$ cat src/design/scan_sweep_peak_controller_unit_defines.svh
// Assertion macros for the scan sweep peak controller.
`ifndef SCAN_SWEEP_PEAK_CONTROLLER_UNIT_DEFINES_SVH
`define SCAN_SWEEP_PEAK_CONTROLLER_UNIT_DEFINES_SVH

`ifndef SYNTHESIS
`define SSPC_ASSERT_IMPL(label, ante, cons, msg) \
    label: assert property (@(posedge i_clk) disable iff (!i_rst_n) (ante) |-> (cons)) \
        else $error(msg);
`define SSPC_ASSERT_NEXT(label, ante, cons, msg) \
    label: assert property (@(posedge i_clk) disable iff (!i_rst_n) (ante) |=> (cons)) \
        else $error(msg);
`else
`define SSPC_ASSERT_IMPL(label, ante, cons, msg)
`define SSPC_ASSERT_NEXT(label, ante, cons, msg)
`endif

`endif

$ cat src/design/sspc_pkg.sv
// Types and constants shared by the scan sweep peak controller.
package sspc_pkg;

    localparam int FREQ_W  = 32;
    localparam int TIME_W  = 32;
    localparam int STR_W   = 16;
    localparam int CNT_W   = 16;
    localparam int PAUSE_W = 16;
    localparam int CFG_IDX_W  = 3;
    localparam int CFG_DATA_W = 32;

    typedef enum logic [1:0] {
        MODE_SEARCHING = 2'd0,
        MODE_PEAKING   = 2'd1,
        MODE_EXITING   = 2'd2
    } t_mode;

    typedef enum logic [CFG_IDX_W-1:0] {
        CFG_MIN_FREQ      = 3'd0,
        CFG_MAX_FREQ      = 3'd1,
        CFG_STEP_SIZE     = 3'd2,
        CFG_SQUELCH_LEVEL = 3'd3,
        CFG_PAUSE_TIME    = 3'd4,
        CFG_SAVE_ENABLE   = 3'd5
    } t_cfg_idx;

    localparam logic [CNT_W-1:0] CNT_MAX = '1;

endpackage

$ cat src/design/scan_sweep_peak_controller_unit.sv
// Scan sweep peak controller: one input register, single-pass step logic, one result register.
//
// The block takes one item per clock cycle while the result register is free or being read: the
// item is captured in an input register, the whole search, peak and exit decision with the wrapped
// frequency step is evaluated in one combinational pass, and the result is held in an output
// register. A stalled output holds at most one further item in the input register; configuration
// writes are always ready and take effect at once.
`include "scan_sweep_peak_controller_unit_defines.svh"

module scan_sweep_peak_controller_unit
    import sspc_pkg::*;
(
    input  logic                         i_clk,
    input  logic                         i_rst_n,

    input  logic                         i_cfg_valid,
    output logic                         o_cfg_ready,
    input  logic [CFG_IDX_W-1:0]         i_cfg_index,
    input  logic [CFG_DATA_W-1:0]        i_cfg_data,

    input  logic                         i_in_valid,
    output logic                         o_in_ready,
    input  logic                         i_op,
    input  logic [TIME_W-1:0]            i_now_ms,
    input  logic [FREQ_W-1:0]            i_current_freq,
    input  logic signed [STR_W-1:0]      i_strength,

    output logic                         o_out_valid,
    input  logic                         i_out_ready,
    output logic                         o_tune_valid,
    output logic [FREQ_W-1:0]            o_new_freq,
    output logic                         o_save_strobe,
    output logic [CNT_W-1:0]             o_save_index,
    output logic [FREQ_W-1:0]            o_peak_freq,
    output logic                         o_stopped_event,
    output logic                         o_running,
    output logic [1:0]                   o_scan_mode
);

    logic [FREQ_W-1:0]          r_min_freq;
    logic [FREQ_W-1:0]          r_max_freq;
    logic [FREQ_W-1:0]          r_step_size;
    logic signed [STR_W-1:0]    r_squelch_level;
    logic [PAUSE_W-1:0]         r_pause_time;
    logic                       r_save_enable;

    logic                       r_in_valid;
    logic                       r_op;
    logic [TIME_W-1:0]          r_now_ms;
    logic [FREQ_W-1:0]          r_current_freq;
    logic signed [STR_W-1:0]    r_strength;

    t_mode                      r_mode, n_mode;
    logic                       r_run, n_run;
    logic                       r_back, n_back;
    logic signed [STR_W-1:0]    r_last_str, n_last_str;
    logic [TIME_W-1:0]          r_pause_start, n_pause_start;
    logic                       r_pause_active, n_pause_active;
    logic [FREQ_W-1:0]          r_last_peak, n_last_peak;
    logic [CNT_W-1:0]           r_saved, n_saved;

    logic                       r_out_valid;
    logic                       r_tune, n_tune;
    logic [FREQ_W-1:0]          r_new_freq, n_new_freq;
    logic                       r_strobe, n_strobe;
    logic [CNT_W-1:0]           r_sidx, n_sidx;
    logic [FREQ_W-1:0]          r_peak_freq, n_peak_freq;
    logic                       r_stopped, n_stopped;
    logic                       r_running;
    t_mode                      r_out_mode;

    logic                       w_advance;
    logic                       w_enabled;
    logic                       w_active;
    logic                       w_dir;
    logic [TIME_W-1:0]          w_elapsed;
    logic [FREQ_W-1:0]          w_dist;
    logic [FREQ_W:0]            w_step2;
    logic [FREQ_W-1:0]          w_up;
    logic [FREQ_W-1:0]          w_down;
    logic [FREQ_W-1:0]          w_sum;
    logic [FREQ_W-1:0]          w_next;

    assign o_cfg_ready = 1'b1;
    assign w_advance   = r_in_valid && (!r_out_valid || i_out_ready);
    assign o_in_ready  = !r_in_valid || w_advance;

    always_ff @(posedge i_clk) begin
        if (!i_rst_n) begin
            r_min_freq      <= '0;
            r_max_freq      <= '0;
            r_step_size     <= FREQ_W'(1);
            r_squelch_level <= '0;
            r_pause_time    <= '0;
            r_save_enable   <= 1'b0;
        end else if (i_cfg_valid) begin
            unique case (i_cfg_index)
                CFG_MIN_FREQ:      r_min_freq      <= i_cfg_data[FREQ_W-1:0];
                CFG_MAX_FREQ:      r_max_freq      <= i_cfg_data[FREQ_W-1:0];
                CFG_STEP_SIZE:     r_step_size     <= i_cfg_data[FREQ_W-1:0];
                CFG_SQUELCH_LEVEL: r_squelch_level <= i_cfg_data[STR_W-1:0];
                CFG_PAUSE_TIME:    r_pause_time    <= i_cfg_data[PAUSE_W-1:0];
                CFG_SAVE_ENABLE:   r_save_enable   <= i_cfg_data[0];
                default: ;
            endcase
        end
    end

    always_ff @(posedge i_clk) begin
        if (!i_rst_n) begin
            r_in_valid <= 1'b0;
        end else if (o_in_ready) begin
            r_in_valid <= i_in_valid;
        end
    end

    always_ff @(posedge i_clk) begin
        if (o_in_ready && i_in_valid) begin
            r_op           <= i_op;
            r_now_ms       <= i_now_ms;
            r_current_freq <= i_current_freq;
            r_strength     <= i_strength;
        end
    end

    assign w_enabled = (r_min_freq != '0);
    assign w_elapsed = r_now_ms - r_pause_start;
    assign w_active  = w_enabled && r_run &&
                       (!r_pause_active || (w_elapsed > TIME_W'(r_pause_time)));
    assign w_dist    = (r_last_peak >= r_current_freq) ? (r_last_peak - r_current_freq)
                                                       : (r_current_freq - r_last_peak);
    assign w_step2   = {r_step_size, 1'b0};
    assign w_up      = r_current_freq + r_step_size;
    assign w_down    = r_current_freq - r_step_size;
    assign w_sum     = w_dir ? w_down : w_up;
    assign w_next    = (w_sum > r_max_freq) ? r_min_freq :
                       (w_sum < r_min_freq) ? r_max_freq : w_sum;

    always_comb begin
        n_mode         = r_mode;
        n_run          = r_run;
        n_back         = r_back;
        n_last_str     = r_last_str;
        n_pause_start  = r_pause_start;
        n_pause_active = r_pause_active;
        n_last_peak    = r_last_peak;
        n_saved        = r_saved;
        n_tune         = 1'b0;
        n_new_freq     = '0;
        n_strobe       = 1'b0;
        n_sidx         = '0;
        n_peak_freq    = '0;
        n_stopped      = 1'b0;
        w_dir          = r_back;
        if (r_op) begin
            if (w_enabled) begin
                if (r_run && !r_back) begin
                    n_back = 1'b1;
                end else if (r_run) begin
                    n_run     = 1'b0;
                    n_mode    = MODE_EXITING;
                    n_stopped = 1'b1;
                    n_saved   = '0;
                end else begin
                    n_run  = 1'b1;
                    n_back = 1'b0;
                end
            end
        end else if (w_active) begin
            n_pause_active = 1'b0;
            unique case (r_mode)
                MODE_PEAKING: begin
                    if (r_strength < r_last_str) begin
                        w_dir = !r_back;
                        if (r_pause_time != '0) begin
                            n_pause_start  = r_now_ms;
                            n_pause_active = 1'b1;
                            n_last_peak    = r_current_freq;
                            n_mode         = MODE_EXITING;
                            if (r_save_enable) begin
                                n_strobe    = 1'b1;
                                n_sidx      = r_saved;
                                n_peak_freq = r_current_freq;
                                if (r_saved != CNT_MAX) begin
                                    n_saved = r_saved + CNT_W'(1);
                                end
                            end
                        end else begin
                            n_run     = 1'b0;
                            n_mode    = MODE_EXITING;
                            n_stopped = 1'b1;
                            n_saved   = '0;
                        end
                    end
                end
                MODE_EXITING: begin
                    if ({1'b0, w_dist} > w_step2) begin
                        n_mode      = MODE_SEARCHING;
                        n_last_peak = '0;
                    end
                end
                MODE_SEARCHING: begin
                    if (r_strength >= r_squelch_level) begin
                        n_mode = MODE_PEAKING;
                    end
                end
                default: ;
            endcase
            n_last_str = r_strength;
            n_tune     = 1'b1;
            n_new_freq = w_next;
        end
    end

    always_ff @(posedge i_clk) begin
        if (!i_rst_n) begin
            r_mode         <= MODE_EXITING;
            r_run          <= 1'b0;
            r_back         <= 1'b0;
            r_last_str     <= '0;
            r_pause_start  <= '0;
            r_pause_active <= 1'b0;
            r_last_peak    <= '0;
            r_saved        <= '0;
        end else if (w_advance) begin
            r_mode         <= n_mode;
            r_run          <= n_run;
            r_back         <= n_back;
            r_last_str     <= n_last_str;
            r_pause_start  <= n_pause_start;
            r_pause_active <= n_pause_active;
            r_last_peak    <= n_last_peak;
            r_saved        <= n_saved;
        end
    end

    always_ff @(posedge i_clk) begin
        if (!i_rst_n) begin
            r_out_valid <= 1'b0;
        end else if (w_advance) begin
            r_out_valid <= 1'b1;
        end else if (i_out_ready) begin
            r_out_valid <= 1'b0;
        end
    end

    always_ff @(posedge i_clk) begin
        if (w_advance) begin
            r_tune      <= n_tune;
            r_new_freq  <= n_new_freq;
            r_strobe    <= n_strobe;
            r_sidx      <= n_sidx;
            r_peak_freq <= n_peak_freq;
            r_stopped   <= n_stopped;
            r_running   <= n_run;
            r_out_mode  <= n_mode;
        end
    end

    assign o_out_valid     = r_out_valid;
    assign o_tune_valid    = r_tune;
    assign o_new_freq      = r_new_freq;
    assign o_save_strobe   = r_strobe;
    assign o_save_index    = r_sidx;
    assign o_peak_freq     = r_peak_freq;
    assign o_stopped_event = r_stopped;
    assign o_running       = r_running;
    assign o_scan_mode     = r_out_mode;

    `SSPC_ASSERT_IMPL(a_save_on_pause, o_out_valid && o_save_strobe,
        o_tune_valid && o_running && (o_scan_mode == MODE_EXITING),
        "Save item without an active pause step.")
    `SSPC_ASSERT_IMPL(a_stop_state, o_out_valid && o_stopped_event,
        !o_running && (o_scan_mode == MODE_EXITING),
        "Stop item while the scan still reports running.")
    `SSPC_ASSERT_IMPL(a_idle_clean, o_out_valid && !o_tune_valid,
        (o_new_freq == '0) && !o_save_strobe,
        "Item without tuning carries a frequency or a save.")
    `SSPC_ASSERT_NEXT(a_result_after_step, w_advance, r_out_valid,
        "Processed item did not reach the result register.")

endmodule
$ cat config.mk
export PLATFORM = sky130hd
export DESIGN_NAME = scan_sweep_peak_controller_unit
export DESIGN_NICKNAME = d
export VERILOG_FILES = /design/src/design/sspc_pkg.sv /design/src/design/scan_sweep_peak_controller_unit.sv
export VERILOG_INCLUDE_DIRS = /design/src /design/src/design
export SDC_FILE = /design/constraint.sdc
export NUM_CORES = 1
export LEC_CHECK = 0
export BUFFER_PORTS_ARGS = -buffer_cell sky130_fd_sc_hd__buf_2
export CAP_MARGIN = 20
export CORE_MARGIN = 10
export CORE_UTILIZATION = 45
export CTS_CLUSTER_DIAMETER = 30
export DETAILED_ROUTE_END_ITERATION = 7
export PLACE_DENSITY = 0.71
export SETUP_SLACK_MARGIN = 0.1
export SLEW_MARGIN = 20
export SYNTH_ARGS = -nofsm -noshare
export SYNTH_HDL_FRONTEND = slang
export SYNTH_SLANG_ARGS = --single-unit
$ cat constraint.sdc
create_clock -name i_clk -period 13.7 [get_ports i_clk]
set_input_delay 2.74 -clock i_clk [delete_from_list [all_inputs] [get_ports i_clk]]
set_output_delay 2.74 -clock i_clk [all_outputs]
set_load 0.05 [all_outputs]
==> impl_results.md <==
* RR Startpoint: r_now_ms[0]$_DFFE_PP_
* Area Growth Syn to Fin at 18.20%
* ANT nets after route at 0
* Post-synth EDFFs at 167
* Final setup violating endpoints at 0
* Wire length on met2 at 36.73 mm
* Clock Path Buffers at 3
* Syn avg cell area at 8.670 µm²
* Synth Flop Type: dfxtp_1
* CP arrival at 12.19 ns
* Final period util at 86.14%
* Fmax at 84.74 MHz
* Hold buffer count at cts at 0
* Root buf cell: clkbuf_16
* Clk pin slew, worst setup/hold paths at 0.04 ns
* Most common cell after layout, fill and taps aside: nand2_1
* Inserted Clock Buffers at 96
* First-pass GRT wire length at 122.5 mm
* Detailed Route WL at 77.78 mm
* Critical Path RT at 14.09 ns
* CTS H-tree lvls at 3
* TritonCTS clock tree: built
* Critical R2R Capture: o_new_freq[30]$_SDFFCE_PP0P_
* Post-synth ARST share at 0%
* Worst reg-to-reg path cell count at 43
* Worst setup margin at 1.899 ns
* Die H at 263.1 µm
* Status: completed
* Vias in the first global route at 22303
* Leakage at 12.75 nW
* Via count at 22909
* Initial antenna violation count at 2
* Layout cell share with drive strength beyond 1 at 12.86%
* Critical Setup Path Class: reg2reg
* Rel. slew slack at 28.95%
* Post-CTS Setup Bufs at 0
* Worst slew pin tran at 1.061 ns
* GRT Util Overall at 21.63%
* Worst hold endpoint: r_max_freq[1]$_SDFFE_PN0P_
* Final net count at 3644
* Clock sinks at 399
* Synth warnings at 0
* Part of the Yosys area used for sequential elements at 36.32%
* DRC viols at 0
* Initial Util at 45.23%
* Site Rows at 89
* Period minus WS final at 11.80 ns
* Worst Clk Skew at 0.05434 ns
* Worst R2R Setup Slack at 1.90 ns
* Mapped cell area at 26590 µm²
* Final hold violations at 0
* Post-DP HPWL at 57.36 mm
* Iter 0 DRT Violations at 1591
* Pwr dens at 131.7 nW/µm²
* VDD IR max at 0.1161 mV
* Via/cell ratio at 5.574
* DR top layer: met4
* Worst min-delay path startpoint: r_max_freq[1]$_SDFFE_PN0P_
* # resized after CTS at 0
* I/O pins at 210
* Die width at 263.1 µm
* #FFs+latches synth at 399
* Post-Synthesis Cells at 3067
* Placed cell areas at 28170 µm²
* Hold crit path type: reg2reg
* Post-route cell area at 31430 µm²
* Routability cong. at 0.9474
* Worst-Skew Late Latency at 0.66 ns
* GRT overflow at 0
* Routed wl met3 at 4.547 mm
* Distinct cell type count after synthesis at 88
* Hold_ws at 0.4638 ns
* Slowest cell delay on critical path at 0.87 ns
* Hold path depth at 2
* Wire per inst at 18.92 µm
* Pins Over Slew Limit at 0
* Synthesized Nets at 3460
* Met1 Wirelength at 33.45 mm
* Startpoint types: flop
* Worst path slowest cell: nor2b_2
* Most used cell along the critical path: nand4_1
* Crit. End Element: flop
* Max-cap violations at 0
* Largest net degree at the start of global routing at 95
* RSZ-0062 raised after global routing: false
* Die ar. at 69220 µm²
* Setup TNS at 0 ns
* TritonRoute pass-1 iters at 5
* Pre-CTS WS at 2.227 ns
* CP max FO at 31
* Core area at 58800 µm²
* Port Buffers at 208
* Commonest cells after routing, fill and taps aside: nand2_1 (417), inv_1 (287), ha_1 (268)
## cell usage after synthesis (4+ instances only)
master	instances	share of area, %
a211oi_1	43	1.2
a21boi_0	138	3.9
a21o_1	87	2.5
a21oi_1	199	3.7
a221oi_1	10	0.33
a22oi_1	19	0.54
a311oi_1	4	0.13
a31o_2	6	0.20
a31oi_1	4	0.094
and2_1	8	0.19
and3_1	64	1.5
and4_1	8	0.26
buf_2	19	0.36
buf_4	9	0.25
clkbuf_1	108	1.5
dfxtp_1	232	17
edfxtp_1	167	19
fa_1	4	0.30
ha_1	268	13
inv_1	288	4.1
mux2_2	5	0.21
mux2i_1	90	3.4
nand2_1	417	5.9
nand2b_1	22	0.52
nand3_1	41	0.77
nand4_1	60	1.4
nor2_1	164	2.3
nor2b_1	88	2.1
nor3_1	32	0.60
nor3b_1	4	0.11
nor4_1	24	0.56
o2111ai_1	5	0.16
o211ai_1	19	0.54
o21a_1	20	0.56
o21ai_0	119	2.2
o21ai_1	11	0.21
o21bai_1	31	0.88
o22ai_1	4	0.094
o31ai_1	11	0.31
o41ai_1	8	0.26
or2_2	5	0.12
or3_1	20	0.47
or4_1	4	0.11
xnor2_1	90	3.0
xor2_1	26	0.86
## per-layer routing
metal	up-vias	global-route usage, %
met5	-	0
met4	0	10.22
met3	176	3.514
met1	10688	26.88
li1	11205	-
met2	840	36.09
## through the flow
stage / utilization [%] / instances / power (W)
floorplan: - / 3067 / 0.001759
global placement: 47.90 / 3925 / 0.001928
detailed placement: 47.91 / 3925 / 0.001935
CTS: 53.40 / 4107 / 0.004167
global route: 53.45 / 4109 / 0.004312
finish: 53.46 / 4110 / 0.004139
## cells by family after synthesis
kind of cell	after synthesis	share of synthesized area, %
simple gates	972	17.32
compound gates	787	19.77
buf+inv	425	6.244
flops	399	36.32
fa+ha+maj	272	12.91
xor+xnor	116	3.821
mux	95	3.599
other cells	1	0.01410
## layout make-up
type	instances	area, µm²
Antenna cell	2	5.005
Clock buffer	120	2575
Clock inverter	62	653.1
Fill cell	5392	27370
Inverter	288	1084
Multi-Input combinational cell	2243	15310
Sequential cell	399	9661
Tap cell	773	967.2
Timing Repair Buffer	223	1176
## worst max-delay path by stage
stage                     startpoint                            to  slack, ns  depth (start not counted)
2_1_floorplan  r_now_ms[0]$_DFFE_PP_  o_new_freq[10]$_SDFFCE_PP0P_       4.17                         44
3_3_place_gp   r_now_ms[0]$_DFFE_PP_  o_new_freq[30]$_SDFFCE_PP0P_       2.63                         43
3_5_place_dp   r_now_ms[0]$_DFFE_PP_  o_new_freq[30]$_SDFFCE_PP0P_       2.23                         43
4_1_cts        r_now_ms[0]$_DFFE_PP_  o_new_freq[30]$_SDFFCE_PP0P_       2.17                         43
5_1_grt        r_now_ms[0]$_DFFE_PP_  o_new_freq[26]$_SDFFCE_PP0P_       0.89                         41
6_report       r_now_ms[0]$_DFFE_PP_  o_new_freq[30]$_SDFFCE_PP0P_       1.90                         43
## worst max-delay path, delay by kind of cell (launching register included)
kind | cells | cell delay, ns
xor+xnor | 2 | 0.24
buf+inv | 1 | 0.05
flops | 1 | 0.34
simple gates | 16 | 4.47
compound gates | 19 | 4.73
fa+ha+maj | 5 | 1.75
## power by group
part | total (W) | switching, W | internal, W
Clock | 0.00221 | 0.000768 | 0.00144
Combinational | 0.000614 | 0.000390 | 0.000225
Sequential | 0.00131 | 0.0000341 | 0.00128
Total | 0.00414 | 0.00119 | 0.00295
Power figures use the tool's default switching activity.
